$ cat config.mk
export PLATFORM = sky130hd
export DESIGN_NAME = pmb_emit
export DESIGN_NICKNAME = d
export VERILOG_FILES = /design/src/design/pmb_pkg.sv /design/src/design/pmb_emit.sv
export SDC_FILE = /design/constraint.sdc
export NUM_CORES = 1
export LEC_CHECK = 0
export BUFFER_PORTS_ARGS = -buffer_cell sky130_fd_sc_hd__buf_4
export CORE_AREA = 2 2 231 233
export DETAILED_ROUTE_END_ITERATION = 7
export DIE_AREA = 0 0 233 235
export PLACE_DENSITY_LB_ADDON = 0.08
export SYNTH_ARGS = -nofsm -noshare
export SYNTH_HDL_FRONTEND = slang
export SYNTH_SLANG_ARGS = --single-unit
export TNS_END_PERCENT = 1
$ cat constraint.sdc
create_clock -name clk -period 3.5 [get_ports clk]
set_input_delay 0.35 -clock clk [delete_from_list [all_inputs] [get_ports clk]]
set_output_delay 0.35 -clock clk [all_outputs]
set_load 0.02 [all_outputs]
$ cat src/design/pmb_pkg.sv
// shared types, constants and helper functions for the projection matrix builder
`default_nettype none
package pmb_pkg;

    localparam int VALUE_WIDTH   = 32;
    localparam int FRAC_BITS     = 16;
    localparam int IN_DATA_BITS  = 192;
    localparam int OUT_DATA_BITS = 40;
    localparam int CORDIC_STEPS  = 31;
    localparam int RANGE_STEPS   = 14;

    // projection kinds as they arrive on the input
    localparam logic [1:0] FUNC_ORTHO  = 2'd0;
    localparam logic [1:0] FUNC_FRUST  = 2'd1;
    localparam logic [1:0] FUNC_PERSP  = 2'd2;
    localparam logic [1:0] FUNC_UNUSED = 2'd3;

    // classified work for the back end
    localparam logic [1:0] MODE_IDENT = 2'd0;
    localparam logic [1:0] MODE_ORTHO = 2'd1;
    localparam logic [1:0] MODE_FRUST = 2'd2;
    localparam logic [1:0] MODE_PERSP = 2'd3;

    localparam logic signed [31:0] ONE_FIX     = 32'sd65536;
    localparam logic signed [31:0] NEG_ONE_FIX = -32'sd65536;
    localparam logic [31:0]        POS_MAX     = 32'h7fff_ffff;
    localparam logic [31:0]        NEG_MAX     = 32'h8000_0000;

    // angles in Q.31 radians
    localparam logic [46:0] PI_Q31      = 47'd6746518852;
    localparam logic [32:0] HALF_PI_Q31 = 33'd3373259426;

    typedef logic [15:0][31:0] mat_t;

    typedef struct packed {
        logic [1:0]         mode;
        logic signed [32:0] dx;
        logic signed [32:0] dy;
        logic signed [32:0] dz;
        logic signed [32:0] sx;
        logic signed [32:0] sy;
        logic signed [32:0] sz;
        logic [63:0]        fn;
        logic               fn_neg;
        logic signed [31:0] zn;
        logic signed [31:0] a1;
        logic signed [31:0] a2;
        logic signed [31:0] a3;
        logic signed [31:0] a4;
    } desc_t;

    typedef struct packed {
        logic [63:0] num;
        logic [5:0]  shift;
        logic [33:0] den;
        logic        neg;
    } div_req_t;

    typedef struct packed {
        logic        done;
        logic [31:0] value;
        logic        sat;
    } div_rsp_t;

    // arctangent of 2^-i in Q.31
    function automatic logic [31:0] atan_q31(input logic [4:0] i);
        logic [31:0] a;
        case (i)
            5'd0:    a = 32'd1686629713;
            5'd1:    a = 32'd995675659;
            5'd2:    a = 32'd526087673;
            5'd3:    a = 32'd267050317;
            5'd4:    a = 32'd134043374;
            5'd5:    a = 32'd67087031;
            5'd6:    a = 32'd33551702;
            5'd7:    a = 32'd16776875;
            5'd8:    a = 32'd8388565;
            5'd9:    a = 32'd4194299;
            5'd10:   a = 32'd2097151;
            default: a = 32'h8000_0000 >> i;
        endcase
        return a;
    endfunction

    function automatic logic [32:0] mag33(input logic signed [32:0] v);
        return v[32] ? 33'(-v) : 33'(v);
    endfunction

    function automatic logic [31:0] mag32(input logic signed [31:0] v);
        return v[31] ? 32'(-v) : 32'(v);
    endfunction

endpackage
`default_nettype wire

$ cat src/design/pmb_emit.sv
// result side: holds a finished matrix and sends its sixteen elements in order
`default_nettype none
module pmb_emit (
    input  wire logic                  clk,
    input  wire logic                  rst_n,
    input  wire logic                  load,
    input  wire pmb_pkg::mat_t         mat_in,
    input  wire logic                  degen_in,
    output logic                       idle,
    output logic                       m_tvalid,
    input  wire logic                  m_tready,
    output logic [39:0]                m_tdata,
    output logic                       m_tlast,
    output logic [0:0]                 m_tuser
);
    import pmb_pkg::*;

    mat_t        mat_reg;
    logic        degen_reg;
    logic        busy_reg;
    logic [3:0]  idx_reg;
    logic        ov_reg;
    logic [3:0]  oidx_reg;
    logic [31:0] oval_reg;
    logic        olast_reg;
    logic        odeg_reg;
    logic        adv;

    assign idle     = !busy_reg;
    assign adv      = busy_reg && (!ov_reg || m_tready);
    assign m_tvalid = ov_reg;
    assign m_tdata  = {4'd0, oval_reg, oidx_reg};
    assign m_tlast  = olast_reg;
    assign m_tuser  = odeg_reg;

    // element counter and output valid
    always_ff @(posedge clk or negedge rst_n)
    begin
        if (!rst_n)
        begin
            busy_reg <= 1'b0;
            idx_reg  <= 4'd0;
            ov_reg   <= 1'b0;
        end
        else
        begin
            if (load)
            begin
                busy_reg <= 1'b1;
                idx_reg  <= 4'd0;
            end
            else if (adv)
            begin
                idx_reg <= idx_reg + 4'd1;
                if (idx_reg == 4'd15)
                begin
                    busy_reg <= 1'b0;
                end
            end
            if (adv)
            begin
                ov_reg <= 1'b1;
            end
            else if (m_tready)
            begin
                ov_reg <= 1'b0;
            end
        end
    end

    // matrix hold and output register
    always_ff @(posedge clk)
    begin
        if (load)
        begin
            mat_reg   <= mat_in;
            degen_reg <= degen_in;
        end
        if (adv)
        begin
            oidx_reg  <= idx_reg;
            oval_reg  <= mat_reg[idx_reg];
            olast_reg <= (idx_reg == 4'd15);
            odeg_reg  <= degen_reg;
        end
    end

endmodule
`default_nettype wire
==> impl_metrics.tcl, run 1 <==
set metrics [dict create \
    syn_avg_cell_area_um2 24.11 \
    synth_area_mm2 0.02069 \
    synth_area_leader_cell "edfxtp_1" \
    die_h_um 235 \
    synth_top_cells_by_area "edfxtp_1, mux4_2, mux4_1" \
    h-tree-depth 2 \
    synth.most_common_cell "edfxtp_1" \
    post_cts_resized 0 \
    place_hpwl_mm 39.79 \
    root_buffer "clkbuf_16" \
    rows 84 \
    synthFlopType "edfxtp_1" \
    clock_sinks 557 \
    start_util_pct 39.60 \
    synth.distinct_cells 26 \
    clockBufferDepth 3 \
    ys_seq_area_share_pct 80.71 \
    cts_made_buffers 59 \
    io_pins 561 \
    status "did not finish" \
    ys_seq_elements 557 \
    place_congestion 0.7969 \
    cts_hold_buf 438 \
    error "[ERROR RSZ-0060] Max buffer count reached." \
    post_cts.repair.setup_buffers 0 \
    syn_inst 858 \
    port_buffers 556 \
    synth_common_cells "edfxtp_1, mux4_2, o22ai_1" \
    async_flop_share_pct 1.077 \
    synth_edf_count 551 \
    synth_top_area_share_pct 79.98 \
    stop_stage "clock tree synthesis" \
    yosysWarnings 0 \
    die_x_um 233 \
]
## stage by stage
stage / setup WS, ns / area, um2 / hold WS, ns / util [%] / instances
detailed placement: 1.241 / 25730 / 0.1655 / 49.25 / 2083
global placement: 1.265 / 25730 / 0.1645 / 49.25 / 2083
floorplan: 0.7843 / 20700 / 0.05441 / - / 861
## cell families after synthesis
kind of cell | after synthesis | synth area share (%)
DFF | 557 | 80.71
muxes | 128 | 14.23
AOI/OAI and AO/OA | 73 | 2.177
buffers and inverters | 51 | 1.814
and+or+nand+nor | 47 | 0.9980
adders and majority gates | 1 | 0.06047
other | 1 | 0.01813
==> run 2, diff against run 1 <==
--- a/config.mk
+++ b/config.mk
@@ -6,10 +6,10 @@
 export NUM_CORES = 1
 export LEC_CHECK = 0
 export BUFFER_PORTS_ARGS = -buffer_cell sky130_fd_sc_hd__buf_4
-export CORE_AREA = 2 2 231 233
+export CORE_AREA = 2 2 291 293
 export DETAILED_ROUTE_END_ITERATION = 7
-export DIE_AREA = 0 0 233 235
-export PLACE_DENSITY_LB_ADDON = 0.08
+export DIE_AREA = 0 0 293 295
+export PLACE_DENSITY_LB_ADDON = 0.15
 export SYNTH_ARGS = -nofsm -noshare
 export SYNTH_HDL_FRONTEND = slang
 export SYNTH_SLANG_ARGS = --single-unit
==> run 2 against run 1 <==
Net effect: the flow now finishes without violations; synthesized cell count unchanged; area after synthesis unchanged.
==> impl_metrics.tcl, run 2 <==
set metrics [dict create \
    rr_startpoint "idx_reg[2]$_DFFE_PN0P_" \
    syn_to_final_growth_pct 62.45 \
    placed_area_mm2 0.02631 \
    final_cells 3123 \
    io_pins 561 \
    synth_common_cells "edfxtp_1, mux4_2, o22ai_1" \
    synth.most_common_cell "edfxtp_1" \
    fin_ws_ns 0.9412 \
    cts_made_buffers 67 \
    drc 0 \
    power-per-cell-area_mw_per_mm2 497.6 \
    async_flop_share_pct 1.077 \
    final_design_area_no_fill_mm2 0.03361 \
    wl_per_cell_um 21.30 \
    antenna_found_initial 15 \
    ant_nets 0 \
    grt.met2_usage_pct 26.55 \
    start_util_pct 24.88 \
    rows 106 \
    design_power_total_mw 16.72 \
    drv_cap 0 \
    hold_viol 0 \
    path_class "flop to flop" \
    drive_gt1_share_pct 39.50 \
    yosysWarnings 0 \
    clockBufferDepth 3 \
    min_from "m_tready" \
    required_ns 3.83 \
    hold_path.class "primary input to flop" \
    coreArea_mm2 0.08316 \
    gr-usage-met3_pct 3.992 \
    fin_worst_skew_ns 0.01790 \
    dieArea_mm2 0.08644 \
    post-place-ws_ns 0.8821 \
    dr.first_iter.drc_count 653 \
    grt_pass1_wl_mm 95.43 \
    post_cts.repair.setup_buffers 0 \
    max_freq_mhz 390.8 \
    synth_area_leader_cell "edfxtp_1" \
    place_congestion 0.7521 \
    r2r_setup_slack_ns 0.94 \
    post-route-period-util_pct 73.11 \
    setup_viol 0 \
    overflow 0 \
    ys_seq_elements 557 \
    viasPerCell 4.254 \
    h-tree-depth 3 \
    vias 13290 \
    irDropWorstVdd_mv 0.3482 \
    synth_area_mm2 0.02069 \
    r2r_end "oval_reg[17]$_DFFE_PP_" \
    final_cell_mix "buf_4, edfxtp_1, dlygate4sd3_1" \
    largest_reg_flops 512 \
    root_buffer "clkbuf_16" \
    clock_sinks 557 \
    ys_seq_area_share_pct 80.71 \
    period_minus_slack_ns 2.559 \
    status "finished, final reports clean" \
    place_hpwl_mm 44.86 \
    worstRegToRegCells 5 \
    die_x_um 293 \
    min_to "m_tvalid$_DFFE_PN0P_" \
    cts_tree "built" \
    tns_ns 0 \
    nNetsFinal 2503 \
    grtUsageMet1_pct 18.19 \
    grt_busiest_layer "met2" \
    synth_top_cells_by_area "edfxtp_1, mux4_2, mux4_1" \
    dp.cells 2482 \
    hold_depth 3 \
    grt_max_degree 91 \
    start_kind "flop" \
    grt_pass1_vias 15010 \
    cp-end-kind "flop" \
    port_buffers 556 \
    worstSkewPairLatency_ns 0.59 \
    synth_top_area_share_pct 79.98 \
    syn_inst 858 \
    clk_pin_slew_ns 0.06 \
    synth_edf_count 551 \
    tightest_slew_ns 0.9034 \
    wirelength_mm 66.51 \
    synthFlopType "edfxtp_1" \
    grt_usage_pct 15.18 \
    finalMaxSlewViolations 0 \
    synth.distinct_cells 26 \
    arrival_ns 2.89 \
    cp_max_fo 34 \
    final_common_cell "buf_4" \
    rsz0062_at_grt "false" \
    slew_headroom_pct 39.77 \
    syn_avg_cell_area_um2 24.11 \
    dr.pass1.iters 5 \
    die_h_um 295 \
    power_leakage_nw 12.49 \
]
## run 2: cell counts after synthesis
No cell type changed its count.
## run 2: report_power, final
| part | leakage (nW) | switching, mW | internal, mW |
|---|---|---|---|
| clock | 1.02 | 2.77 | 4.03 |
| sequential | 5.46 | 0.171 | 7.94 |
| combinational | 6.01 | 0.663 | 1.15 |
## run 2: cells by family after synthesis
| kind of cell | Yosys count | synth area share [%] |
|---|---|---|
| buffers and inverters | 51 | 1.814 |
| muxes | 128 | 14.23 |
| other | 1 | 0.01813 |
| DFF | 557 | 80.71 |
| AOI/OAI and AO/OA | 73 | 2.177 |
| and+or+nand+nor | 47 | 0.9980 |
| adders and majority gates | 1 | 0.06047 |
## run 2: worst max path at each step
stage / endpoint / slack (ns) / from
after floorplan: m_tlast$_DFFE_PP_ / 0.78 / busy_reg$_DFFE_PN0P_
after global placement: oval_reg[19]$_DFFE_PP_ / 0.92 / idx_reg[2]$_DFFE_PN0P_
after detailed placement: oval_reg[17]$_DFFE_PP_ / 0.88 / idx_reg[2]$_DFFE_PN0P_
after CTS: oval_reg[17]$_DFFE_PP_ / 0.87 / idx_reg[2]$_DFFE_PN0P_
after global routing: oval_reg[14]$_DFFE_PP_ / 0.77 / idx_reg[2]$_DFFE_PN0P_
final: oval_reg[17]$_DFFE_PP_ / 0.94 / idx_reg[2]$_DFFE_PN0P_
## run 2: what timing repair did
item	CTS	global route
hold buffers	514	0
endpoints found under the hold margin	519	0
resized for setup	0	0
## run 2: layout make-up
class	instances	area [um2]
clock inverters	34	370.4
repair buffers	1104	9744
inverters	2	7.507
flip-flops and latches	557	16710
multi-input cells	253	3642
clock buffers	83	1758
fillers	7522	49550
diodes	10	25.02
well taps	1080	1351
## run 2: layer usage
layer	vias to the layer above	part of all wire [%]
met1	6671	40
met5	-	0.035
met2	524	51
li1	5966	-
met4	4	2.9
met3	120	6.8
## run 2: critical path, stage by stage, from the launching register on
cell	delay, ns
dfrtp_4	0.63
buf_4	0.41
buf_4	0.56
mux4_2	0.39
o22ai_1	0.18
nor2_1	0.07
## run 2: stage by stage
step | hold WS (ns) | util [%]
finish | 0.1183 | 40.41
global route | 0.1003 | 40.41
CTS | 0.07437 | 40.38
detailed placement | 0.1826 | 31.64
global placement | 0.1857 | 31.64
floorplan | 0.05441 | -
Note: power is estimated with default switching activity, not from simulation.
==> run 3, diff against run 2 <==
--- a/config.mk
+++ b/config.mk
@@ -5,10 +5,11 @@
 export SDC_FILE = /design/constraint.sdc
 export NUM_CORES = 1
 export LEC_CHECK = 0
+export ABC_AREA = 1
 export BUFFER_PORTS_ARGS = -buffer_cell sky130_fd_sc_hd__buf_4
-export CORE_AREA = 2 2 291 293
+export CORE_AREA = 2 2 312 314
 export DETAILED_ROUTE_END_ITERATION = 7
-export DIE_AREA = 0 0 293 295
+export DIE_AREA = 0 0 314 316
 export PLACE_DENSITY_LB_ADDON = 0.15
 export SYNTH_ARGS = -nofsm -noshare
 export SYNTH_HDL_FRONTEND = slang
==> constraint.sdc (replaced) <==
create_clock -name clk -period 2.5 [get_ports clk]
set_input_delay 0.25 -clock clk [delete_from_list [all_inputs] [get_ports clk]]
set_output_delay 0.25 -clock clk [all_outputs]
set_load 0.02 [all_outputs]
==> run 3 against run 2 <==
Net effect: core utilization fell by 1.9 points; cell area grew 10%; hold slack lost 0.051 ns; sequential cell count is the same; global-route usage increased by 2.9 points; clock power rose by 46%; sequential share of layout area down 4.5 points; via count rose by 45%; synthesized cell count increased to 2.6 times the previous value; register-to-register slack worse by 0.79 ns; clock skew shrank 0.0018 ns; critical path type unchanged; largest cell class unchanged.
==> impl_metrics.tcl, run 3 <==
set metrics [dict create \
    ys_seq_area_share_pct 70.18 \
    synth.most_common_cell "nand2_1" \
    grt_max_degree 93 \
    io_pins 561 \
    place_congestion 0.8112 \
    cts_tree "built" \
    cts_made_buffers 71 \
    post-route-period-util_pct 94.12 \
    final_cell_mix "nand2_1, buf_4, edfxtp_1" \
    tightest_slew_ns 1.153 \
    dieArea_mm2 0.09922 \
    status "finished, final reports clean" \
    syn_to_final_growth_pct 55.33 \
    synth-simple-area-share_pct 19.19 \
    synth_top_area_share_pct 69.55 \
    dr.pass1.iters 5 \
    die_x_um 314 \
    wl_per_cell_um 19.40 \
    synth_top_family_by_area "simple AND/OR/NAND/NOR gates" \
    async_flop_share_pct 1.077 \
    vias 19210 \
    grt_pass1_vias 19970 \
    setup_viol 0 \
    irDropWorstVdd_mv 0.3723 \
    fin_ws_ns 0.1471 \
    die_h_um 316 \
    syn_inst 2266 \
    cp-end-kind "flop" \
    power-per-cell-area_mw_per_mm2 676.0 \
    h-tree-depth 3 \
    viasPerCell 4.098 \
    fillCellCount 9413 \
    finalMaxSlewViolations 0 \
    synth.distinct_cells 20 \
    post-place-ws_ns 0.09625 \
    worstRegToRegCells 10 \
    largest_reg_flops 512 \
    period_minus_slack_ns 2.353 \
    overflow 0 \
    cp_max_fo 41 \
    drv_cap 0 \
    synthFlopType "edfxtp_1" \
    synth_compound_area_share_pct 0.08415 \
    root_buffer "clkbuf_16" \
    final_common_cell "nand2_1" \
    ant_nets 0 \
    clock_sinks 557 \
    antenna_found_initial 7 \
    hold_depth 1 \
    path_class "flop to flop" \
    synth.area.mux_share_pct 0 \
    tns_ns 0 \
    start_util_pct 24.78 \
    clockBufferDepth 3 \
    rsz0062_at_grt "false" \
    coreArea_mm2 0.09599 \
    synth_edf_count 551 \
    nNetsFinal 3877 \
    syn_avg_cell_area_um2 10.50 \
    drc 0 \
    hold_path.class "primary input to flop" \
    yosysWarnings 0 \
    power_leakage_nw 16.86 \
    required_ns 2.87 \
    synth_area_leader_cell "edfxtp_1" \
    synth_top_cells_by_area "edfxtp_1, nand2_1, inv_1" \
    slew_headroom_pct 23.07 \
    port_buffers 556 \
    clk_pin_slew_ns 0.06 \
    max_freq_mhz 425.0 \
    start_kind "flop" \
    synth_common_cells "nand2_1, edfxtp_1, inv_1" \
    drive_gt1_share_pct 20.95 \
    dr.first_iter.drc_count 1301 \
    wirelength_mm 90.91 \
    arrival_ns 2.73 \
    synth_area_mm2 0.02379 \
    place_hpwl_mm 63.41 \
    fin_worst_skew_ns 0.01613 \
    grt_pass1_wl_mm 129.1 \
    hold_viol 0 \
    post_cts.repair.setup_buffers 0 \
    synth_xor_area_share_pct 0 \
    worstSkewPairLatency_ns 0.63 \
    synthAdderAreaFrac_pct 0.05260 \
    rows 114 \
    ys_seq_elements 557 \
    grt_usage_pct 18.05 \
]
-- run 3: changes by cell type in the layout (fill, tap and decap cells not counted), sizes merged, moves of 30 or more --
cell / delta
nand2: +776
inv: +488
mux4: -128
nand3: +321
nor2: -30
o22ai: -64
-- run 3: cell type report --
cell class | count | area, um2 | area share, %
tap | 1276 | 1597 | 4.321
antenna | 3 | 7.507 | 0.02032
clock inverter | 33 | 265.3 | 0.7178
sequential | 557 | 16700 | 45.21
inverter | 490 | 1852 | 5.011
clock buffer | 89 | 1951 | 5.279
timing repair buffer | 1123 | 9955 | 26.94
multi-input combinational | 1116 | 4621 | 12.50
-- run 3: metrics by stage --
step	power, mW	utilization [%]	cell area (um2)	cells	hold slack, ns
after CTS	25.45	38.49	36940	4684	0.004404
final	24.98	38.49	36950	4687	0.06683
after global placement	14.67	30.80	29560	4046	0.07778
after global routing	26.09	38.49	36950	4685	0.01967
after detailed placement	14.68	30.80	29560	4046	0.08045
after floorplan	12.80	-	23800	2269	-0.04559
-- run 3: timing repair --
item                                   4_1_cts  5_1_grt
gates resized for setup                      0        0
endpoints found under the hold margin      520        0
hold buffers                               516        0
-- run 3: worst max-delay path, cell delays in order, from the launching register on --
cell and delay, ns:
dfrtp_4 0.62, inv_8 0.22, buf_12 0.24, buf_4 0.23, nand2_1 0.07, nand3_1 0.07
nand2_1 0.12, nand2_1 0.16, nand2_1 0.16, inv_1 0.08, nand2_1 0.06
-- run 3: layer usage --
metal,part of all wire [%],up-vias,GRT usage (%),wire length [um]
met5,0.045,-,0,41
met4,3.0,6,5.839,2693
met3,5.9,132,3.870,5362
met2,48,592,30.34,43800
met1,43,9122,23.15,39010
li1,-,9353,-,-
-- run 3: power breakdown --
| part | switching, mW | total, mW | internal, mW |
|---|---|---|---|
| clock | 4.07 | 9.90 | 5.83 |
| combinational | 1.99 | 3.68 | 1.69 |
| sequential | 0.255 | 11.4 | 11.1 |
| total | 6.32 | 25.0 | 18.7 |
-- run 3: path summary, 6_finish.rpt --
kind | from | endpoint | slack, ns
max reg2reg | idx_reg[0]$_DFFE_PN0P_ | oval_reg[31]$_DFFE_PP_ | 0.15
max | idx_reg[0]$_DFFE_PN0P_ | oval_reg[31]$_DFFE_PP_ | 0.15
min in group asynchronous | rst_n | idx_reg[2]$_DFFE_PN0P_ | 0.63
min | load | mat_reg[126]$_DFFE_PP_ | 0.07
max in group asynchronous | rst_n | idx_reg[1]$_DFFE_PN0P_ | 1.55
min reg2reg | degen_reg$_DFFE_PP_ | m_tuser$_DFFE_PP_ | 0.44
-- run 3: cell families (layout without fill, tap and decap cells) --
| kind of cell | after synthesis | count (layout) |
|---|---|---|
| compound gates | 4 | 4 |
| fa+ha+maj | 1 | 1 |
| buf+inv | 596 | 1735 |
| flops | 557 | 557 |
| other cells | 1 | 7 |
| simple gates | 1107 | 1107 |
